### src/rtl/core/crc16pd_pkg.sv
// shared types, constants and crc function for the crc16 packet deframer
`default_nettype none
package crc16pd_pkg;

   localparam int MAGIC_BYTES = 4;
   localparam int HEADER_TAIL_BYTES = 30;
   localparam int POS_W = 17;
   localparam int RSPQ_DEPTH = 4;

   localparam logic [15:0] CRC_INIT = 16'hFFFF;
   localparam logic [15:0] CRC_POLY = 16'h1021;

   // configuration register indexes
   localparam int CSR_INDEX_W = 2;
   localparam logic [CSR_INDEX_W-1:0] CSR_MAGIC_WORD       = 2'd0;
   localparam logic [CSR_INDEX_W-1:0] CSR_EXPECTED_VERSION = 2'd1;
   localparam logic [CSR_INDEX_W-1:0] CSR_MAX_PAYLOAD      = 2'd2;

   localparam logic [31:0] MAGIC_WORD_RESET       = 32'h0000_0000;
   localparam logic [7:0]  EXPECTED_VERSION_RESET = 8'd1;
   localparam logic [15:0] MAX_PAYLOAD_RESET      = 16'd256;

   // frame status codes
   localparam logic [2:0] STATUS_OK        = 3'd0;
   localparam logic [2:0] STATUS_TRUNCATED = 3'd1;
   localparam logic [2:0] STATUS_MAGIC     = 3'd2;
   localparam logic [2:0] STATUS_VERSION   = 3'd3;
   localparam logic [2:0] STATUS_TOO_LONG  = 3'd4;
   localparam logic [2:0] STATUS_CRC       = 3'd5;

   localparam logic KIND_PAYLOAD = 1'b0;
   localparam logic KIND_SUMMARY = 1'b1;

   typedef struct packed {
      logic [7:0] data_byte;
      logic       end_of_buffer;
   } req_type;

   typedef struct packed {
      logic        kind;
      logic [7:0]  payload_byte;
      logic        last;
      logic [2:0]  status;
      logic [7:0]  packet_type;
      logic [7:0]  flag_bits;
      logic [7:0]  reserved_byte;
      logic [15:0] payload_length;
      logic [31:0] sequence_res;
      logic [31:0] created_ms;
      logic [63:0] source_identity;
      logic [63:0] destination_identity;
   } rsp_type;

   typedef struct packed {
      logic [31:0] magic_word;
      logic [7:0]  expected_version;
      logic [15:0] max_payload;
   } cfg_type;

   // results of one accepted byte, in delivery order
   typedef struct packed {
      logic [1:0] count;
      rsp_type    first;
      rsp_type    second;
   } push_type;

   // msb-first crc-16, one byte folded in
   function automatic logic [15:0] crc16_byte(input logic [15:0] crc, input logic [7:0] b);
      logic [15:0] c;
      c = crc ^ {b, 8'h00};
      for (int k = 0; k < 8; k++) begin
         if (c[15]) begin
            c = {c[14:0], 1'b0} ^ CRC_POLY;
         end else begin
            c = {c[14:0], 1'b0};
         end
      end
      return c;
   endfunction

endpackage
`default_nettype wire

### src/rtl/core/crc16pd_csr.sv
// configuration registers of the deframer
`default_nettype none
module crc16pd_csr (
   input  wire logic                                clock,
   input  wire logic                                reset,
   input  wire logic                                csr_write_en,
   input  wire logic [crc16pd_pkg::CSR_INDEX_W-1:0] csr_index,
   input  wire logic [31:0]                         csr_write_data,
   output crc16pd_pkg::cfg_type                     cfg
);

   crc16pd_pkg::cfg_type cfg_ff, cfg_in;

   always_comb begin
      cfg_in = cfg_ff;
      if (csr_write_en) begin
         case (csr_index)
            crc16pd_pkg::CSR_MAGIC_WORD: begin
               cfg_in.magic_word = csr_write_data;
            end
            crc16pd_pkg::CSR_EXPECTED_VERSION: begin
               cfg_in.expected_version = csr_write_data[7:0];
            end
            crc16pd_pkg::CSR_MAX_PAYLOAD: begin
               cfg_in.max_payload = csr_write_data[15:0];
            end
            default: begin
               cfg_in = cfg_ff;
            end
         endcase
      end
   end

   always_ff @(posedge clock) begin
      if (reset) begin
         cfg_ff.magic_word       <= crc16pd_pkg::MAGIC_WORD_RESET;
         cfg_ff.expected_version <= crc16pd_pkg::EXPECTED_VERSION_RESET;
         cfg_ff.max_payload      <= crc16pd_pkg::MAX_PAYLOAD_RESET;
      end else begin
         cfg_ff <= cfg_in;
      end
   end

   assign cfg = cfg_ff;

endmodule
`default_nettype wire

### src/rtl/core/crc16pd_parse.sv
// frame parser: header capture, crc, payload streaming and summary status per frame
`default_nettype none
module crc16pd_parse #(
   parameter int MAGIC_BYTES = crc16pd_pkg::MAGIC_BYTES
) (
   input  wire logic                 clock,
   input  wire logic                 reset,
   input  wire logic                 accept,
   input  wire crc16pd_pkg::req_type beat,
   input  wire crc16pd_pkg::cfg_type cfg,
   output crc16pd_pkg::push_type     push
);

   localparam int POS_W = crc16pd_pkg::POS_W;
   localparam int HEADER_BYTES = MAGIC_BYTES + crc16pd_pkg::HEADER_TAIL_BYTES;

   logic [POS_W-1:0] pos_ff, pos_in;
   logic [15:0]      crc_ff, crc_in;
   logic [7:0]       crc_lo_ff, crc_lo_in;
   logic             skipping_ff, skipping_in;
   logic [15:0]      length_ff, length_in;
   logic [23:0]      tfr_ff, tfr_in;
   logic [63:0]      seq_time_ff, seq_time_in;
   logic [63:0]      src_ff, src_in;
   logic [63:0]      dst_ff, dst_in;

   logic [POS_W-1:0] hdr_full;
   logic [4:0]       hdr_idx;
   logic [4:0]       seq_off, src_off, dst_off;
   logic [1:0]       tfr_lane;
   logic [POS_W-1:0] payload_end;
   logic             in_magic, in_header, in_payload, at_crc_lo;
   logic [15:0]      crc_byte;
   logic [7:0]       magic_byte;
   logic             hit;
   logic [2:0]       status;
   logic             payload_out;
   logic             clear;
   crc16pd_pkg::rsp_type summary;
   crc16pd_pkg::rsp_type payload;

   assign hdr_full    = pos_ff - POS_W'(MAGIC_BYTES);
   assign hdr_idx     = hdr_full[4:0];
   assign seq_off     = hdr_idx - 5'd6;
   assign src_off     = hdr_idx - 5'd14;
   assign dst_off     = hdr_idx - 5'd22;
   assign tfr_lane    = hdr_idx[1:0] - 2'd1;
   assign payload_end = POS_W'(HEADER_BYTES) + {{(POS_W-16){1'b0}}, length_ff};
   assign in_magic    = pos_ff < POS_W'(MAGIC_BYTES);
   assign in_header   = pos_ff < POS_W'(HEADER_BYTES);
   assign in_payload  = pos_ff < payload_end;
   assign at_crc_lo   = pos_ff == payload_end;
   assign crc_byte    = crc16pd_pkg::crc16_byte(crc_ff, beat.data_byte);
   assign magic_byte  = cfg.magic_word[{pos_ff[1:0], 3'b000} +: 8];

   always_comb begin
      pos_in      = pos_ff;
      crc_in      = crc_ff;
      crc_lo_in   = crc_lo_ff;
      skipping_in = skipping_ff;
      length_in   = length_ff;
      tfr_in      = tfr_ff;
      seq_time_in = seq_time_ff;
      src_in      = src_ff;
      dst_in      = dst_ff;
      hit         = 1'b0;
      status      = crc16pd_pkg::STATUS_OK;
      payload_out = 1'b0;
      clear       = 1'b0;
      push        = '0;
      summary     = '0;
      payload     = '0;

      if (accept) begin
         if (skipping_ff) begin
            clear = beat.end_of_buffer;
         end else begin
            if (in_magic) begin
               crc_in = crc_byte;
               if (beat.data_byte != magic_byte) begin
                  hit    = 1'b1;
                  status = crc16pd_pkg::STATUS_MAGIC;
               end
            end else if (in_header) begin
               crc_in = crc_byte;
               if (hdr_idx == 5'd0) begin
                  if (beat.data_byte != cfg.expected_version) begin
                     hit    = 1'b1;
                     status = crc16pd_pkg::STATUS_VERSION;
                  end
               end else if (hdr_idx inside {[5'd1:5'd3]}) begin
                  tfr_in[{tfr_lane, 3'b000} +: 8] = beat.data_byte;
               end else if (hdr_idx == 5'd4) begin
                  length_in[7:0] = beat.data_byte;
               end else if (hdr_idx == 5'd5) begin
                  length_in[15:8] = beat.data_byte;
                  if ({beat.data_byte, length_ff[7:0]} > cfg.max_payload) begin
                     hit    = 1'b1;
                     status = crc16pd_pkg::STATUS_TOO_LONG;
                  end
               end else if (hdr_idx inside {[5'd6:5'd13]}) begin
                  seq_time_in[{seq_off[2:0], 3'b000} +: 8] = beat.data_byte;
               end else if (hdr_idx inside {[5'd14:5'd21]}) begin
                  src_in[{src_off[2:0], 3'b000} +: 8] = beat.data_byte;
               end else begin
                  dst_in[{dst_off[2:0], 3'b000} +: 8] = beat.data_byte;
               end
            end else if (in_payload) begin
               crc_in      = crc_byte;
               payload_out = 1'b1;
            end else if (at_crc_lo) begin
               crc_lo_in = beat.data_byte;
            end else begin
               hit    = 1'b1;
               status = ({beat.data_byte, crc_lo_ff} == crc_ff) ?
                        crc16pd_pkg::STATUS_OK : crc16pd_pkg::STATUS_CRC;
            end

            pos_in = pos_ff + POS_W'(1);

            if (!hit && beat.end_of_buffer) begin
               hit    = 1'b1;
               status = crc16pd_pkg::STATUS_TRUNCATED;
            end

            payload.kind         = crc16pd_pkg::KIND_PAYLOAD;
            payload.payload_byte = beat.data_byte;
            payload.last         = !hit;

            summary.kind                 = crc16pd_pkg::KIND_SUMMARY;
            summary.last                 = 1'b1;
            summary.status               = status;
            summary.packet_type          = tfr_in[7:0];
            summary.flag_bits            = tfr_in[15:8];
            summary.reserved_byte        = tfr_in[23:16];
            summary.payload_length       = length_in;
            summary.sequence_res         = seq_time_in[31:0];
            summary.created_ms           = seq_time_in[63:32];
            summary.source_identity      = src_in;
            summary.destination_identity = dst_in;

            if (payload_out) begin
               push.first  = payload;
               push.second = summary;
               push.count  = hit ? 2'd2 : 2'd1;
            end else begin
               push.first = summary;
               push.count = hit ? 2'd1 : 2'd0;
            end

            if (hit && !beat.end_of_buffer) begin
               skipping_in = 1'b1;
            end
            clear = beat.end_of_buffer;
         end
      end

      // end of buffer: next byte opens a new buffer
      if (clear) begin
         pos_in      = '0;
         crc_in      = crc16pd_pkg::CRC_INIT;
         crc_lo_in   = '0;
         skipping_in = 1'b0;
         length_in   = '0;
         tfr_in      = '0;
         seq_time_in = '0;
         src_in      = '0;
         dst_in      = '0;
      end
   end

   always_ff @(posedge clock) begin
      if (reset) begin
         pos_ff      <= '0;
         crc_ff      <= crc16pd_pkg::CRC_INIT;
         crc_lo_ff   <= '0;
         skipping_ff <= 1'b0;
         length_ff   <= '0;
         tfr_ff      <= '0;
         seq_time_ff <= '0;
         src_ff      <= '0;
         dst_ff      <= '0;
      end else begin
         pos_ff      <= pos_in;
         crc_ff      <= crc_in;
         crc_lo_ff   <= crc_lo_in;
         skipping_ff <= skipping_in;
         length_ff   <= length_in;
         tfr_ff      <= tfr_in;
         seq_time_ff <= seq_time_in;
         src_ff      <= src_in;
         dst_ff      <= dst_in;
      end
   end

   // a skipped buffer end restarts the parser
   assert property (@(posedge clock) disable iff (reset)
      accept && skipping_ff && beat.end_of_buffer |=> pos_ff == '0 && !skipping_ff)
      else $error("parser did not restart after skipped buffer end");

   // two results from one byte are always a payload byte then the summary
   assert property (@(posedge clock) disable iff (reset)
      push.count == 2'd2 |-> !push.first.kind && push.second.kind && push.second.last)
      else $error("bad result pair order");

endmodule
`default_nettype wire

### src/rtl/core/crc16pd_rspq.sv
// result queue: holds up to two results per byte and parts the two handshakes
`default_nettype none
module crc16pd_rspq (
   input  wire logic                  clock,
   input  wire logic                  reset,
   input  wire crc16pd_pkg::push_type push,
   output logic                       full,
   output logic                       rsp_valid,
   input  wire logic                  rsp_stall,
   output crc16pd_pkg::rsp_type       rsp_data
);

   localparam int DEPTH = crc16pd_pkg::RSPQ_DEPTH;
   localparam int PTR_W = $clog2(DEPTH);
   localparam int CNT_W = $clog2(DEPTH + 1);

   crc16pd_pkg::rsp_type entry_ff [DEPTH];
   crc16pd_pkg::rsp_type entry_in [DEPTH];
   logic [PTR_W-1:0] head_ff, head_in;
   logic [PTR_W-1:0] tail_ff, tail_in;
   logic [PTR_W-1:0] tail_next;
   logic [CNT_W-1:0] count_ff, count_in;
   logic             pop;

   assign tail_next = tail_ff + PTR_W'(1);
   assign pop       = rsp_valid && !rsp_stall;
   assign rsp_valid = count_ff != '0;
   assign rsp_data  = entry_ff[head_ff];
   // room for a full pair is judged on the registered count
   assign full      = count_ff > CNT_W'(DEPTH - 2);

   always_comb begin
      for (int i = 0; i < DEPTH; i++) begin
         entry_in[i] = entry_ff[i];
         if (push.count != 2'd0 && tail_ff == PTR_W'(i)) begin
            entry_in[i] = push.first;
         end
         if (push.count == 2'd2 && tail_next == PTR_W'(i)) begin
            entry_in[i] = push.second;
         end
      end
      tail_in  = tail_ff + PTR_W'(push.count);
      head_in  = pop ? head_ff + PTR_W'(1) : head_ff;
      count_in = count_ff + CNT_W'(push.count) - CNT_W'(pop);
   end

   always_ff @(posedge clock) begin
      for (int i = 0; i < DEPTH; i++) begin
         entry_ff[i] <= entry_in[i];
      end
   end

   always_ff @(posedge clock) begin
      if (reset) begin
         head_ff  <= '0;
         tail_ff  <= '0;
         count_ff <= '0;
      end else begin
         head_ff  <= head_in;
         tail_ff  <= tail_in;
         count_ff <= count_in;
      end
   end

   assert property (@(posedge clock) disable iff (reset)
      count_ff <= CNT_W'(DEPTH))
      else $error("result queue overflow");

   assert property (@(posedge clock) disable iff (reset)
      push.count != 2'd0 |-> count_ff <= CNT_W'(DEPTH - 2))
      else $error("push without room for a pair");

   assert property (@(posedge clock) disable iff (reset)
      push.count == 2'd0 && !pop |=> count_ff == $past(count_ff) && head_ff == $past(head_ff))
      else $error("queue moved without push or pop");

endmodule
`default_nettype wire

### src/rtl/core/crc16_packet_deframer_top.sv
// top level of the crc16 packet deframer
//
//   port group   dir   carries
//   req_*        in    one received byte per beat with end-of-buffer flag
//   rsp_*        out   payload byte results and one summary per frame
//   csr_*        in    magic word, expected version, payload length limit
//
// a byte is taken every cycle while the queue has room; its results enter the queue at the same edge
// and leave at one per cycle from the next while rsp_stall is low; a pair of results leaves one after the other
// the four-entry result queue stalls req when fewer than two entries are free
// synchronous reset clears parser state and restores register defaults
// rsp_stall only holds the queue; bytes keep flowing until it fills
`default_nettype none
module crc16_packet_deframer_top #(
   parameter int MAGIC_BYTES = crc16pd_pkg::MAGIC_BYTES
) (
   input  wire logic                                clock,
   input  wire logic                                reset,
   input  wire logic                                req_valid,
   output logic                                     req_stall,
   input  wire crc16pd_pkg::req_type                req_data,
   output logic                                     rsp_valid,
   input  wire logic                                rsp_stall,
   output crc16pd_pkg::rsp_type                     rsp_data,
   input  wire logic                                csr_write_en,
   input  wire logic [crc16pd_pkg::CSR_INDEX_W-1:0] csr_index,
   input  wire logic [31:0]                         csr_write_data
);

   crc16pd_pkg::cfg_type  cfg;
   crc16pd_pkg::push_type push;
   logic                  full;
   logic                  accept;

   assign req_stall = full;
   assign accept    = req_valid && !full;

   crc16pd_csr u_csr (
      .clock          (clock),
      .reset          (reset),
      .csr_write_en   (csr_write_en),
      .csr_index      (csr_index),
      .csr_write_data (csr_write_data),
      .cfg            (cfg)
   );

   crc16pd_parse #(
      .MAGIC_BYTES (MAGIC_BYTES)
   ) u_parse (
      .clock  (clock),
      .reset  (reset),
      .accept (accept),
      .beat   (req_data),
      .cfg    (cfg),
      .push   (push)
   );

   crc16pd_rspq u_rspq (
      .clock     (clock),
      .reset     (reset),
      .push      (push),
      .full      (full),
      .rsp_valid (rsp_valid),
      .rsp_stall (rsp_stall),
      .rsp_data  (rsp_data)
   );

endmodule
`default_nettype wire

### config.mk
export PLATFORM = sky130hd
export DESIGN_NAME = crc16_packet_deframer_top
export DESIGN_NICKNAME = d
export VERILOG_FILES = /design/src/rtl/core/crc16pd_pkg.sv /design/src/rtl/core/crc16pd_csr.sv /design/src/rtl/core/crc16pd_parse.sv /design/src/rtl/core/crc16pd_rspq.sv /design/src/rtl/core/crc16_packet_deframer_top.sv
export SDC_FILE = /design/constraint.sdc
export NUM_CORES = 2
export LEC_CHECK = 0
export ABC_AREA = 1
export ABC_CLOCK_PERIOD_IN_PS = 23100
export BUFFER_PORTS_ARGS = -buffer_cell sky130_fd_sc_hd__buf_2
export CAP_MARGIN = 20
export CORE_MARGIN = 8
export CORE_UTILIZATION = 45
export DETAILED_ROUTE_END_ITERATION = 8
export MAX_ROUTING_LAYER = met4
export PLACE_DENSITY_LB_ADDON = 0.12
export SLEW_MARGIN = 20
export SYNTH_ARGS = -nofsm -noshare
export SYNTH_HDL_FRONTEND = slang
export SYNTH_HIERARCHICAL = 1
export SYNTH_SLANG_ARGS = --single-unit
### constraint.sdc
create_clock -name clock -period 23.1 [get_ports clock]
set_input_delay 2.31 -clock clock [delete_from_list [all_inputs] [get_ports clock]]
set_output_delay 2.31 -clock clock [all_outputs]
set_load 0.1 [all_outputs]
Word level (Yosys, flattened, before mapping)
Memories as Yosys holds them, arrays and structs flattened. A register that Yosys moved wholly into a read port is not among the register bits.
Index checks and enable logic that the tools add are counted.
{"block": "op_classes", "add_sub_neg": 16, "n_lt_le_gt_ge": 11, "n_eq_ne": 19, "shift": 9, "n_mux": 108, "bitwise": 13, "reduce_logical": 36}
{"op": "2-to-1 mux 245 bit", "n": 11}
{"op": "2-to-1 mux 64 bit", "n": 23}
{"op": "2-to-1 mux 492 bit", "n": 2}
{"op": "OR reduction 245 bit", "n": 2}
{"op": "2-to-1 mux 247 bit", "n": 1}
{"op": "bitwise mux 64 bit", "n": 3}
{"op": "variable shift 8 x 8 -> 64 bit (first input constant)", "n": 3}
{"op": "variable part select 8 x 8 -> 64 bit", "n": 3}
{"op": "2-to-1 mux 16 bit", "n": 7}
{"op": "2-to-1 mux 13 bit", "n": 8}
{"op": "2-to-1 mux 24 bit", "n": 4}
{"op": "2-to-1 mux 3 bit", "n": 11}
{"op": "variable part select 32 x 6 -> 8 bit", "n": 1}
{"op": "2-to-1 mux 1 bit", "n": 27}
{"op": "bitwise mux 24 bit", "n": 1}
{"op": "2-to-1 mux 8 bit", "n": 3}
{"op": "negator 6 -> 8 bit", "n": 3}
{"op": "NOT 3 bit", "n": 8}
{"op": "variable shift 8 x 7 -> 24 bit (first input constant)", "n": 1}
{"op": "variable part select 8 x 7 -> 24 bit", "n": 1}
{"op": "adder 17 x 1 -> 17 bit (second input constant)", "n": 1}
{"op": "adder 6 x 16 -> 17 bit (first input constant)", "n": 1}
{"op": "== test 17 bit", "n": 1}
{"op": "less-than comparator 17 bit", "n": 1}
{"op": "37 further kinds", "n": 85}
{"block": "word_totals", "reg_bits": 337, "ram_bits": 980, "output_inout_bits": 247, "n_memories": 1}
{"memory": "u_rspq.entry_ff", "depth": 4, "width": 245, "read_ports": 1, "rd_clocked_by_memory_dff": 1, "write_ports": 2, "line": "crc16pd_rspq.sv:17", "source": "crc16pd_pkg::rsp_type entry_ff [DEPTH];"}

Logic depth before layout (Yosys ltp)
{"block": "depth", "ltp_word": 24, "mapped_depth": 32, "mapped_depth_nobuf": 32}

Modules after synthesis
Netlist, hierarchy kept.
{"module": "crc16pd_rspq", "n_inst": 1, "cells_each": 4866, "area_per_inst_um2": 46861.2, "seq_area_each_um2": 29608.4}
{"module": "crc16pd_parse", "n_inst": 1, "cells_each": 3080, "area_per_inst_um2": 18532.8, "seq_area_each_um2": 5485.3}
{"module": "crc16pd_csr", "n_inst": 1, "cells_each": 361, "area_per_inst_um2": 2394.8, "seq_area_each_um2": 1121.1}
{"module": "crc16_packet_deframer_top", "n_inst": 1, "cells_each": 2, "area_per_inst_um2": 10.0, "seq_area_each_um2": 0.0}

Least setup slack after synthesis
Ideal clock, no wire load.
{"block": "synth_path", "kind": "input to register", "startpoint": "input req_data[8] (netlist bit)", "endpoint": "memory u_rspq/entry_ff[3][0] (netlist bit), enable pin", "setup_time_ns": 1.208, "arrival_time_ns": 21.854, "setup_slack_ns": 0.038, "cell_stages": 17, "n_path_buf": 0, "cell_sequence": "ha_1 > nand2_1 > nor2_1 > nand2_1 > nor2_1 > nor2_1 > nand2_1 > inv_1 > nand2_1 > nand2_1 > nand3_1 > nand3b_1 > ha_1 > inv_1 > nor2_1 > nor2_1 > o31ai_1"}
{"element": "from (decl)", "line": "crc16_packet_deframer_top.sv:21", "source": "input wire crc16pd_pkg::req_type req_data,"}
{"element": "to (decl)", "line": "crc16pd_rspq.sv:17"}

==> impl_metrics.yaml <==
timing:
  finalCritPeriodShare_pct: 34.5
  hold_ws_ps: 463
  max_slew_margin_pct: 19.7
  rsz0062_at_grt: "no"
  setup_violations: 0
  post-route-min-period_ps: 7970
  skew_ps: 30.9
  slew_violations: 0
  tns_ps: 0
  tightest_slew_ps: 1200
  clock.fmax_ghz: 0.125
  finalHoldViolCount: 0
global_routing:
  grt_usage_pct: 27.5
  grt_pass1_wl_um: 338000
  grt_pass1_vias: 54159
  antenna_found_initial: 14
  grt_max_degree: 233
  globalRouteOverflowTotal: 0
floorplanning:
  die_h_um: 404
  fp-row-count: 142
  die_area_um2: 163000
  ios: 295
  core-area_um2: 150000
  start_util_pct: 45.3
  chipWidth_um: 404
placed_design:
  placed_area_um2: 70100
  gp_congestion: 0.878
  place_inst: 10085
  io_buffer_count: 294
  place_hpwl_um: 131000
cells_and_area:
  fin_util_pct: 49.9
  areaGrowthSynthToFinish_pct: 10.2
  mostFrequentLayoutCells: "nand2_1 (1,713), o21ai_0 (1,285), nor2_1 (1,145)"
  fin_cells: 10365
  drive_gt1_share_pct: 8.03
  final.fill_count: 14201
  finish.instance_area_um2: 74700
  fin_nets: 8327
  final_common_cell: "nand2_1"
synthesis:
  synth_warnings: 6
  synth_top_family_by_area: "simple AND/OR/NAND/NOR gates"
  yosysSeqAreaShare_pct: 53.4
  avgSynthCellArea_um2: 8.16
  synthSimpleGateAreaFrac_pct: 20.6
  synthesis.area_um2: 67800
  yosys.area.top_type: "edfxtp_1"
  synthMuxAreaShare_pct: 0
  syn_inst: 8309
  ys_ff_latch: 1319
  synth_area_leaders: "edfxtp_1 (43%), dfxtp_1 (10%), nand2_1 (9.5%)"
  synth_xor_area_share_pct: 0.698
  synth_compound_area_share_pct: 16.5
  synthAdderAreaFrac_pct: 1.10
  yosysUniqueCellTypes: 41
  synth_top_area_share_pct: 43.4
hold_path:
  hp-class: "flop to flop"
  holdPathEnd: "u_parse/dst_ff[50]"
  min_path_cells: 2
  hold_start: "u_parse/dst_ff[50]"
route:
  vias: 58848
  drc: 0
  dr.pass1.iters: 6
  detail_route.wl_per_cell_um: 22.0
  drt-total-wl_um: 228000
  postRouteAntennaNets: 0
  drt_iter0_drc: 6072
  via_per_inst: 5.68
clock_tree:
  cts_max_level: 4
  cts_buffers: 149
  clk_pin_slew_worst_paths_ps: 60
  cts-resized-gates: 0
  cts_max_path_buffers: 3
  insertion_delay_ps: 810
  cts_hold_buffers: 0
  post_cts_buffers: 0
  cts_root_buf: "clkbuf_16"
  cts_tree: "built"
  clock-sinks: 1319
setup_path:
  cpMostUsedCell: "nand2_1"
  timing.rr.end: "u_rspq/entry_ff[3][191]"
  crit_slowest_cell: "buf_4"
  required_ps: 23510
  r2r_setup_slack_ps: 15130
  start_kind: "flop"
  path_max_fanout: 77
  slowest_delay_ps: 860
  crit_path_end_kind: "flop"
  critPathKind: "flop to flop"
  r2r_start: "u_parse/length_ff[1]"
  worstPathArrival_ps: 8380
  rr_worst_depth: 31
flow_run:
  maxCapViolCount: 0
pwr:
  p_per_area_nw_per_um2: 112
  p_leak_uw: 0.0257
  vdd_ir_drop_max_mv: 0.163
status:
  status: "finished, final reports clean"
-- routing by layer --
layer,vias up,wire length [um],track usage [%]
met5,-,0,-
met4,0,7260,8.93
met3,352,19300,4.24
met2,2482,104000,43.3
met1,28121,97000,36.6
li1,27893,-,-
-- metrics by stage --
step	worst slack, ps	power (uW)
CTS	15120	8410
global route	14610	8640
floorplan	38.0	5410
global placement	14660	6140
finish	15130	8370
detailed placement	14580	6150
-- worst max path at each step --
stage / startpoint / cells after the start / to
global route: u_parse/length_ff[1] / 31 / u_rspq/entry_ff[3][230]
floorplan: req_data[8] / 17 / u_rspq/entry_ff[3][0]
global placement: req_data[8] / 21 / u_rspq/entry_ff[3][140]
CTS: flop / 6 / rsp_data[156]
detailed placement: req_data[8] / 21 / u_rspq/entry_ff[3][219]
finish: u_parse/length_ff[1] / 31 / u_rspq/entry_ff[3][191]
-- where the power goes --
part           switching [uW]  internal (uW)
sequential               76.5           2810
combinational            2800            422
clock                     979           1290
-- area by class of cell --
type	instances	area [um2]	area share, %
antenna	4	10.0	0.0134
sequential	1319	36200	48.5
clock inverter	53	335	0.449
tap	2016	2520	3.38
timing repair buffer	377	2210	2.96
inverter	671	2560	3.42
clock buffer	223	4250	5.69
multi-input combinational	5702	26600	35.6
-- registers in the layout, summed over array words and instances, names as in the netlist, 16 cells and up, named ones only --
register / flops
u_parse/crc_ff: 16
u_parse/src_ff: 64
u_parse/dst_ff: 64
u_parse/pos_ff: 17
u_parse/seq_time_ff: 64
u_csr/cfg: 56
u_parse/length_ff: 16
u_rspq/entry_ff: 980
u_parse/tfr_ff: 24
-- cells in the mapped netlist (all sizes together) --
cell type and instances:
nand2 1730, o21ai 1572, nor2 1164, edfxtp 980, inv 668, clkbuf 426
dfxtp 339, nand3 320, a21oi 319, o22ai 245, buf 200, nand4 155
ha 58, nor3 36, xnor2 31, xor2 23, o211ai 13, a211oi 9
clkinv 3, nor3b 3, o21bai 3, a21o 2, nand3b 2, nor4 2
or2 2, a31oi 1, conb 1, fa 1, o31ai 1
-- cell families (layout without fill, tap and decap cells) --
kind of cell             after synthesis  in the layout
AO/OA/AOI/OAI                       2165           2165
XOR/XNOR                              54             54
adder cells (fa/ha/maj)               59             59
buffers and inverters               1297           1324
flip-flops                          1319           1319
other                                  1             14
AND/OR/NAND/NOR                     3414           3414
-- worst max-delay path, delay by kind of cell, from the launching register on --
kind                       cells  cell delay, ps
DFF                            1             430
xor gates and xnor gates       1             150
buffers and inverters          7            2790
adders and majority gates      2             480
and+or+nand+nor               20            3070
AOI/OAI and AO/OA              1             460
Power figures use the tool's default switching activity.
